### config.mk
export PLATFORM = sky130hd
export DESIGN_NAME = approx_substring_matcher
export DESIGN_NICKNAME = d
export VERILOG_FILES = /design/src/asm_pkg.sv /design/src/asm_ctrl.sv /design/src/asm_dp.sv /design/src/approx_substring_matcher.sv
export VERILOG_INCLUDE_DIRS = /design/src /design/src/src
export SDC_FILE = /design/constraint.sdc
export NUM_CORES = 2
export LEC_CHECK = 0
export BUFFER_PORTS_ARGS = -buffer_cell sky130_fd_sc_hd__buf_2
export CAP_MARGIN = 20
export CORE_ASPECT_RATIO = 1.5
export CORE_MARGIN = 4
export CORE_UTILIZATION = 35
export DETAILED_ROUTE_END_ITERATION = 7
export PLACE_DENSITY = 0.47
export SETUP_SLACK_MARGIN = 0.05
export SLEW_MARGIN = 15
export SYNTH_ARGS = -nofsm -noshare
export SYNTH_HDL_FRONTEND = slang
export SYNTH_SLANG_ARGS = --single-unit
### constraint.sdc
create_clock -name clk -period 13.3 [get_ports clk]
set_input_delay 0.665 -clock clk [delete_from_list [all_inputs] [get_ports clk]]
set_output_delay 0.665 -clock clk [all_outputs]
set_load 0.05 [all_outputs]
### src/assert_macros.svh
// Assertion helpers for the RTL.
`ifndef ASSERT_MACROS_SVH
`define ASSERT_MACROS_SVH

// Clocked assertion, disabled while reset is applied.
`define ASSERT_CLK(label, clk, rst_n, prop, msg) \
	label: assert property (@(posedge clk) disable iff (!rst_n) prop) else $error(msg);

// Clocked assertion that also holds during reset.
`define ASSERT_ALWAYS(label, clk, prop, msg) \
	label: assert property (@(posedge clk) prop) else $error(msg);

`endif

### src/asm_pkg.sv
package asm_pkg;

	localparam int SYM_W  = 21;
	localparam int DIST_W = 6;
	localparam int OPOS_W = 16;
	localparam logic [DIST_W-1:0] DIST_MAX = '1;

	typedef enum logic [1:0] {
		KIND_CLEAR  = 2'd0,
		KIND_APPEND = 2'd1,
		KIND_START  = 2'd2,
		KIND_TEXT   = 2'd3
	} kind_t;

	typedef struct packed {
		kind_t             kind;
		logic [SYM_W-1:0]  symbol;
	} item_t;

	typedef struct packed {
		logic [OPOS_W-1:0] begin_pos;
		logic [OPOS_W-1:0] end_pos;
		logic [DIST_W-1:0] edit_distance;
	} result_t;

	typedef enum logic [1:0] {
		OP_CLEAR = 2'd0,
		OP_START = 2'd1,
		OP_TEXT  = 2'd2
	} op_t;

	// controller -> datapath
	typedef struct packed {
		op_t  op;
		logic accept;
		logic issue;
		logic finish;
	} cmd_t;

	// datapath -> controller
	typedef struct packed {
		logic              out_free;
		logic [DIST_W-1:0] max_distance;
	} status_t;

endpackage

### src/asm_ctrl.sv
module asm_ctrl #(
	parameter int MAX_PATTERN = 32,
	parameter int ROW_W = 6
) (
	input  logic             clk,
	input  logic             arst_n,
	input  logic             item_valid,
	input  asm_pkg::kind_t   item_kind,
	output logic             item_stall,
	input  asm_pkg::status_t status,
	output asm_pkg::cmd_t    cmd,
	output logic [ROW_W-1:0] row
);
	import asm_pkg::*;

	typedef enum logic [1:0] {
		S_IDLE,
		S_SWEEP,
		S_DRAIN,
		S_DONE
	} state_t;

	localparam logic [ROW_W-1:0] ROW_LAST = ROW_W'(MAX_PATTERN);

	state_t           state_q;
	op_t              op_q;
	logic [ROW_W-1:0] row_q;
	logic             accept;

	assign item_stall = (state_q != S_IDLE);
	assign accept     = item_valid && (state_q == S_IDLE);

	always_comb begin
		cmd.op     = op_q;
		cmd.accept = accept;
		cmd.issue  = (state_q == S_SWEEP);
		cmd.finish = (state_q == S_DONE) && (op_q != OP_CLEAR) && status.out_free;
	end
	assign row = row_q;

	always_ff @(posedge clk or negedge arst_n) begin
		if (!arst_n) begin
			state_q <= S_SWEEP;
			op_q    <= OP_CLEAR;
			row_q   <= '0;
		end else begin
			unique case (state_q)
				S_IDLE: begin
					if (accept && (item_kind == KIND_START || item_kind == KIND_TEXT)) begin
						op_q    <= (item_kind == KIND_START) ? OP_START : OP_TEXT;
						row_q   <= '0;
						state_q <= S_SWEEP;
					end
				end
				S_SWEEP: begin
					if (row_q == ROW_LAST) begin
						state_q <= S_DRAIN;
					end else begin
						row_q <= row_q + 1'b1;
					end
				end
				S_DRAIN: begin
					state_q <= S_DONE;
				end
				S_DONE: begin
					if (op_q == OP_CLEAR || status.out_free) begin
						state_q <= S_IDLE;
					end
				end
				default: begin
					state_q <= S_IDLE;
				end
			endcase
		end
	end

endmodule

### src/asm_dp.sv
module asm_dp #(
	parameter int MAX_PATTERN = 32,
	parameter int POS_BITS = 16,
	parameter int ROW_W = 6
) (
	input  logic                          clk,
	input  logic                          arst_n,
	input  asm_pkg::item_t                item,
	input  asm_pkg::cmd_t                 cmd,
	input  logic [ROW_W-1:0]              row,
	input  logic                          cfg_valid,
	input  logic [asm_pkg::DIST_W-1:0]    cfg_data,
	output asm_pkg::status_t              status,
	output logic                          result_valid,
	input  logic                          result_stall,
	output asm_pkg::result_t              result
);
	import asm_pkg::*;

	localparam int PI_W = (MAX_PATTERN > 1) ? $clog2(MAX_PATTERN) : 1;
	localparam logic [POS_BITS-1:0] POS_MAX = '1;

	typedef struct packed {
		logic [POS_BITS-1:0] bpos;
		logic [DIST_W-1:0]   cost;
	} cell_t;

	function automatic cell_t pick(cell_t a, cell_t b);
		cell_t r;
		if (a.cost < b.cost)      r = a;
		else if (b.cost < a.cost) r = b;
		else                      r = (a.bpos >= b.bpos) ? a : b;
		return r;
	endfunction

	function automatic logic [DIST_W-1:0] sat_dist(logic [ROW_W-1:0] v);
		return (32'(v) > 32'(DIST_MAX)) ? DIST_MAX : DIST_W'(v);
	endfunction

	logic [SYM_W-1:0] pat_mem [MAX_PATTERN];
	cell_t            bank0 [MAX_PATTERN+1];
	cell_t            bank1 [MAX_PATTERN+1];

	logic [ROW_W-1:0]    len_q;
	logic                sel_q;
	logic [POS_BITS-1:0] tpos_q;
	logic [SYM_W-1:0]    prev_sym_q;
	logic [DIST_W-1:0]   maxd_q;
	logic                out_valid_q;
	result_t             result_q;
	logic [SYM_W-1:0]    sym_q;

	logic                issue_s1;
	logic [ROW_W-1:0]    row_s1;
	logic [SYM_W-1:0]    ps_s1;
	cell_t               rd0_s1, rd1_s1;

	cell_t               prev_now_q, prev_new_q, bef_d1_q, bef_d2_q, bottom_q;
	logic [SYM_W-1:0]    ps_prev_q;

	logic [POS_BITS-1:0] pos_next;
	cell_t               now_rd, bef_rd, m_pair, m_three, m_all, new_cell;
	cell_t               wd0, wd1, start_cell;
	logic                we0, we1, trans_ok, text_match, start_match;

	assign pos_next = (tpos_q == POS_MAX) ? tpos_q : tpos_q + 1'b1;
	assign now_rd   = sel_q ? rd1_s1 : rd0_s1;
	assign bef_rd   = sel_q ? rd0_s1 : rd1_s1;

	// one table row per cycle
	always_comb begin
		m_pair   = pick(prev_now_q, prev_new_q);
		m_three  = pick(now_rd, m_pair);
		trans_ok = (row_s1 > ROW_W'(1)) && (pos_next > POS_BITS'(1))
			&& (ps_s1 == prev_sym_q) && (ps_prev_q == sym_q);
		m_all    = trans_ok ? pick(bef_d2_q, m_three) : m_three;
		if (row_s1 == '0) begin
			new_cell.bpos = pos_next;
			new_cell.cost = '0;
		end else if (row_s1 > len_q) begin
			new_cell = now_rd;
		end else if (ps_s1 == sym_q) begin
			new_cell = prev_now_q;
		end else begin
			new_cell.bpos = m_all.bpos;
			new_cell.cost = (m_all.cost == DIST_MAX) ? DIST_MAX : m_all.cost + 1'b1;
		end
	end

	always_comb begin
		start_cell.bpos = '0;
		start_cell.cost = sat_dist(row_s1);
		wd0 = '0;
		wd1 = '0;
		unique case (cmd.op)
			OP_TEXT: begin
				wd0 = new_cell;
				wd1 = new_cell;
			end
			OP_START: begin
				wd0 = sel_q ? start_cell : cell_t'('0);
				wd1 = sel_q ? cell_t'('0) : start_cell;
			end
			default: begin
				wd0 = '0;
				wd1 = '0;
			end
		endcase
		// text mode writes only the bank that becomes the new column
		we0 = issue_s1 && ((cmd.op != OP_TEXT) || sel_q);
		we1 = issue_s1 && ((cmd.op != OP_TEXT) || !sel_q);
	end

	always_ff @(posedge clk) begin
		if (we0) bank0[row_s1] <= wd0;
		rd0_s1 <= bank0[row];
	end

	always_ff @(posedge clk) begin
		if (we1) bank1[row_s1] <= wd1;
		rd1_s1 <= bank1[row];
	end

	always_ff @(posedge clk) begin
		if (cmd.accept && item.kind == KIND_APPEND && 32'(len_q) < MAX_PATTERN) begin
			pat_mem[len_q[PI_W-1:0]] <= item.symbol;
		end
		ps_s1 <= pat_mem[PI_W'(row - 1'b1)];
	end

	always_ff @(posedge clk) begin
		row_s1 <= row;
		if (cmd.accept) sym_q <= item.symbol;
		if (issue_s1) begin
			prev_now_q <= now_rd;
			prev_new_q <= new_cell;
			bef_d1_q   <= bef_rd;
			bef_d2_q   <= bef_d1_q;
			ps_prev_q  <= ps_s1;
			if (row_s1 == len_q) bottom_q <= new_cell;
		end
	end

	assign text_match  = (bottom_q.cost <= maxd_q);
	assign start_match = (sat_dist(len_q) <= maxd_q);

	always_ff @(posedge clk) begin
		if (cmd.finish) begin
			if (cmd.op == OP_TEXT) begin
				result_q.begin_pos     <= OPOS_W'(32'(bottom_q.bpos));
				result_q.end_pos       <= OPOS_W'(32'(pos_next));
				result_q.edit_distance <= bottom_q.cost;
			end else begin
				result_q.begin_pos     <= '0;
				result_q.end_pos       <= '0;
				result_q.edit_distance <= sat_dist(len_q);
			end
		end
	end

	always_ff @(posedge clk or negedge arst_n) begin
		if (!arst_n) begin
			issue_s1    <= 1'b0;
			len_q       <= '0;
			sel_q       <= 1'b0;
			tpos_q      <= '0;
			prev_sym_q  <= '0;
			maxd_q      <= DIST_W'(1);
			out_valid_q <= 1'b0;
		end else begin
			issue_s1 <= cmd.issue;
			if (cfg_valid) maxd_q <= cfg_data;
			if (cmd.accept && item.kind == KIND_CLEAR) begin
				len_q <= '0;
			end else if (cmd.accept && item.kind == KIND_APPEND
				&& 32'(len_q) < MAX_PATTERN) begin
				len_q <= len_q + 1'b1;
			end
			if (cmd.finish) begin
				sel_q <= !sel_q;
				if (cmd.op == OP_TEXT) begin
					tpos_q     <= pos_next;
					prev_sym_q <= sym_q;
				end else begin
					tpos_q     <= '0;
					prev_sym_q <= '0;
				end
			end
			if (cmd.finish && ((cmd.op == OP_TEXT) ? text_match : start_match)) begin
				out_valid_q <= 1'b1;
			end else if (!result_stall) begin
				out_valid_q <= 1'b0;
			end
		end
	end

	assign status.out_free     = !out_valid_q || !result_stall;
	assign status.max_distance = maxd_q;
	assign result_valid        = out_valid_q;
	assign result              = result_q;

endmodule

### src/approx_substring_matcher.sv
// channel   direction  handshake           payload
// item      in         item_valid/stall    asm_pkg::item_t   (kind, symbol)
// result    out        result_valid/stall  asm_pkg::result_t (begin, end, distance)
// cfg       in         cfg_valid/ready     max_distance, 6 bits
//
// Pattern clear and append items need no sweep. Start text and text symbol run
// the row-by-row sweep over the two column memories (one row per cycle, each
// row needs the row above it). After reset a clearing pass zeroes the column
// memories; items stall meanwhile.
// A pending result waits in the output register; a new item is taken meanwhile,
// but a start or text sweep holds in its last cycle until that register frees.
module approx_substring_matcher #(
	parameter int MAX_PATTERN = 32,
	parameter int POS_BITS = 16
) (
	input  logic                       clk,
	input  logic                       arst_n,
	input  logic                       item_valid,
	output logic                       item_stall,
	input  asm_pkg::item_t             item,
	output logic                       result_valid,
	input  logic                       result_stall,
	output asm_pkg::result_t           result,
	input  logic                       cfg_valid,
	output logic                       cfg_ready,
	input  logic [asm_pkg::DIST_W-1:0] cfg_data
);
	import asm_pkg::*;
	`include "assert_macros.svh"

	localparam int ROW_W = $clog2(MAX_PATTERN + 1);

	cmd_t             cmd;
	status_t          status;
	logic [ROW_W-1:0] row;

	assign cfg_ready = 1'b1;

	asm_ctrl #(
		.MAX_PATTERN(MAX_PATTERN),
		.ROW_W(ROW_W)
	) u_ctrl (
		.clk(clk),
		.arst_n(arst_n),
		.item_valid(item_valid),
		.item_kind(item.kind),
		.item_stall(item_stall),
		.status(status),
		.cmd(cmd),
		.row(row)
	);

	asm_dp #(
		.MAX_PATTERN(MAX_PATTERN),
		.POS_BITS(POS_BITS),
		.ROW_W(ROW_W)
	) u_dp (
		.clk(clk),
		.arst_n(arst_n),
		.item(item),
		.cmd(cmd),
		.row(row),
		.cfg_valid(cfg_valid && cfg_ready),
		.cfg_data(cfg_data),
		.status(status),
		.result_valid(result_valid),
		.result_stall(result_stall),
		.result(result)
	);

	`ASSERT_CLK(a_result_after_busy, clk, arst_n, $rose(result_valid) |-> $past(item_stall), "result appeared without a sweep")
	`ASSERT_CLK(a_start_busy, clk, arst_n, (item_valid && !item_stall && item.kind == KIND_START) |=> item_stall, "start text did not start a sweep")
	`ASSERT_CLK(a_dist_in_range, clk, arst_n, result_valid |-> (result.edit_distance <= status.max_distance), "reported distance above threshold")

endmodule
==> metrics.txt <==
max-cap violations 0; Hold Buf Count CTS 2; unrepaired setup endpoints after global routing no; ANT nets after route 0; final period utilization 0.778; Pleak ~33 nW; Initial Utilization 0.352; DR pass1 iterations 5; Setup TNS 0 ns; Fin. Hold Viols 0; Tmin final 10.35 ns; Final Slew Violations 0; flop and latch count out of synthesis 2447; Post-CTS Setup Inserts 0; Pint around 16 mW; clock sinks 2447; first-pass GRT wire length 378000 um; H-tree Lvls 4; Routed WL 267000 um; switching pwr 7.84 mW; main combinational cell family by area after synthesis multiplexers; leading cell types by count after synthesis edfxtp_1 (2314), mux4_2 (650), nand2_1 (220), nor2_1 (155), clkbuf_1 (150); sequential share of the synthesized area 0.752; Synth Area in Simple Gates 0.0248; Synth Area per Inst 20.9 sq um; worst setup path class flop to flop; gr ovfl total 0; clock network power share 0.268; slowest CP cell nand2_1; FF-to-FF setup slack about 3.0 ns; layout cell share with drive strength beyond 1 0.282; cell count after synthesis between 4000 and 5000; top-count cell post-synth edfxtp_1; startpoint types flop; initial antenna violation count 14; HPWL Detailed 156000 um; total power between 20 and 25 mW; vias in the first global route 48900; Reg-to-Reg End u_dp.bank1[5][1]; CP Launch Point u_dp.prev_now_q[6]; Final Hold Slack ~0.084 ns; Worst-path clk slew about 0.060 ns; CTS tree yes; Multi-input gate area 23300 sq um; PwrDens around 220 nW/um^2; crit path DAT 10.64 ns; XOR/XNOR share of the synthesized area 0.00736; clock skew 0.0959 ns; compound-cell area share of the yosys netlist 0.0186; GP Congestion roughly 0.8; largest cells by area after synthesis edfxtp_1 (72%), mux4_2 (15%), dfrtp_1 (1.6%); mux cell area share after synthesis 0.172; Post-synth top flop edfxtp_1; vias per inst 5.25; Top Metal Used met5; setup ws final 2.95 ns; pre-CTS setup slack slightly above 3 ns; ys async rst share 0.0253; # IOs 75; Core ar. 274000 sq um; Post-Synthesis Cell Area just under 100000 sq um; Vias 45900; Layout fillers 24400; Cells after DPL 8306; Area Overhead vs Synth 13.8%; dpl cell area 102000 sq um; WHS Path Cells 3; DRT met1 WL 106000 um; Die Wd 437 um; crit-path max FO 33; Final #Nets 5008; CTS max path bufs 4; worst-margin pin slew 1.14 ns; Worst-Skew Late Latency roughly 0.90 ns; area leader, netlist edfxtp_1; cts repair resizes 0; pin count of the biggest net entering global routing 104; outcome finished, final reports clean; DRC Markers 0; Post-synth EDFFs ~2300; Max Clk Rate 96.6 MHz; Non-Filler Instances 8736; reg2reg start u_dp.prev_now_q[6]; Die Span Y 651 um; Synth warnings 0; met2 WL 143000 um; adder-cell share of the synthesized area 0.0128; Worst Hold Class primary input to flop; CTS root buffer clkbuf_16; clock buffer count from CTS around 240; 1st-iter DRT viols 3495; register area ~72000 sq um; row cnt 235; power share of the combinational group 0.321; cell mode on critical path ha_1; Final Instance Area 110000 sq um; Setup crit end u_dp.bank1[5][1]; Synthesized Nets 4744; Synth top area share 0.721; Core Util, Final 0.401; worst endpoint required time 13.59 ns; VDD IR max between 150 and 200 uV; I/O Buffers 73; global-route usage over all layers 0.187; count of different cell masters after synthesis 69; crit end category flop; Routed met3 length 9590 um; FF-to-FF path depth 32; Rel. slew slack 0.236; routed len/inst 30.6 um; Switching Share 0.326; Final Setup Violations 0; die area 284000 sq um; Largest stage delay, worst path 0.89 ns; Seq pwr share 0.411
[layout make-up]
type	count	area share
antenna	5	0.000114
clock buffer	295	0.0568
clock inverter	127	0.00895
inverter	104	0.00356
multi-input combinational	1838	0.212
sequential	2447	0.661
tap	3673	0.0419
timing repair buffer	247	0.0158
[sequential cells by signal, summed over array words and instances (netlist names), 22 cells and up]
| signal | count |
|---|---|
| u_dp.pat_mem | 672 |
| u_dp.bef_d2_q | 22 |
| u_dp.bank1 | 726 |
| u_dp.bef_d1_q | 22 |
| u_dp.result | 38 |
| u_dp.prev_now_q | 22 |
| u_dp.rd0_s1 | 22 |
| u_dp.rd1_s1 | 22 |
| u_dp.prev_new_q | 22 |
| u_dp.bank0 | 726 |
| u_dp.bottom_q | 22 |
[placed cells by master (no fill, tap or decap), drive strengths merged, types with 6 or more instances in the layout]
| cell | netlist | routed |
|---|---|---|
| nand3 | 33 | 33 |
| mux4 | 650 | 650 |
| nand2b | 8 | 8 |
| a211oi | 18 | 18 |
| dfrtp | 60 | 60 |
| mux2i | 114 | 114 |
| clkinvlp | 0 | 8 |
| bufinv | 0 | 14 |
| inv | 100 | 104 |
| o21ai | 119 | 119 |
| edfxtp | 2314 | 2314 |
| nor2b | 10 | 10 |
| nand4 | 32 | 32 |
| a21oi | 63 | 63 |
| o22ai | 6 | 6 |
| mux2 | 69 | 69 |
| ha | 99 | 99 |
| nor2 | 155 | 155 |
| a21o | 22 | 22 |
| clkinv | 4 | 105 |
| o31ai | 17 | 17 |
| and2 | 24 | 24 |
| o21a | 11 | 11 |
| nor4 | 9 | 9 |
| dfxtp | 71 | 71 |
| xnor2 | 61 | 61 |
| and3 | 9 | 9 |
| nor3 | 12 | 12 |
| clkbuf | 150 | 295 |
| nand2 | 221 | 221 |
| xor2 | 20 | 20 |
| buf | 72 | 245 |
[worst min-delay path by stage]
stage	start	end	slack, ns
floorplan	u_ctrl.row[5]	u_dp.row_s1[5]	0.35
global placement	u_dp.bef_d1_q[4]	u_dp.bef_d2_q[4]	0.40
detailed placement	u_dp.bef_d1_q[4]	u_dp.bef_d2_q[4]	0.41
CTS	item[21]	u_ctrl.op_q[0]	0.02
global route	item[21]	u_ctrl.op_q[0]	0.04
finish	cfg_data[5]	u_dp.maxd_q[5]	0.08
[metal layers]
layer  vias to the layer above  track usage
met5                         -            0
met4                         2       0.0565
met3                       376       0.0206
met2                      1006        0.342
met1                     25100        0.230
li1                      19400            -
[kinds of logic (layout without fill, tap and decap cells)]
kind of cell | after synthesis | count (layout)
AO/OA/AOI/OAI | 291 | 291
XOR/XNOR | 81 | 81
adder cells (fa/ha/maj) | 99 | 99
buffers and inverters | 326 | 773
flip-flops | 2447 | 2447
multiplexers | 833 | 833
other | 1 | 6
AND/OR/NAND/NOR | 533 | 533
[power by group through the flow]
stage,registers (mW),clock network (mW),logic [mW]
after floorplan,10.0,0,5.13
after detailed placement,10.0,0,7.94
after global placement,10.0,0,7.91
after global routing,9.92,6.95,8.40
after CTS,9.88,6.64,7.96
final,9.87,6.45,7.72
[critical path, delay by kind of cell (launching register included)]
kind | cells | cell delay, ns
and+or+nand+nor | 6 | 2.03
DFF | 1 | 0.40
AOI/OAI and AO/OA | 15 | 4.30
muxes | 3 | 1.08
buffers and inverters | 4 | 0.84
adders and majority gates | 4 | 1.05
Power figures use the tool's default switching activity.
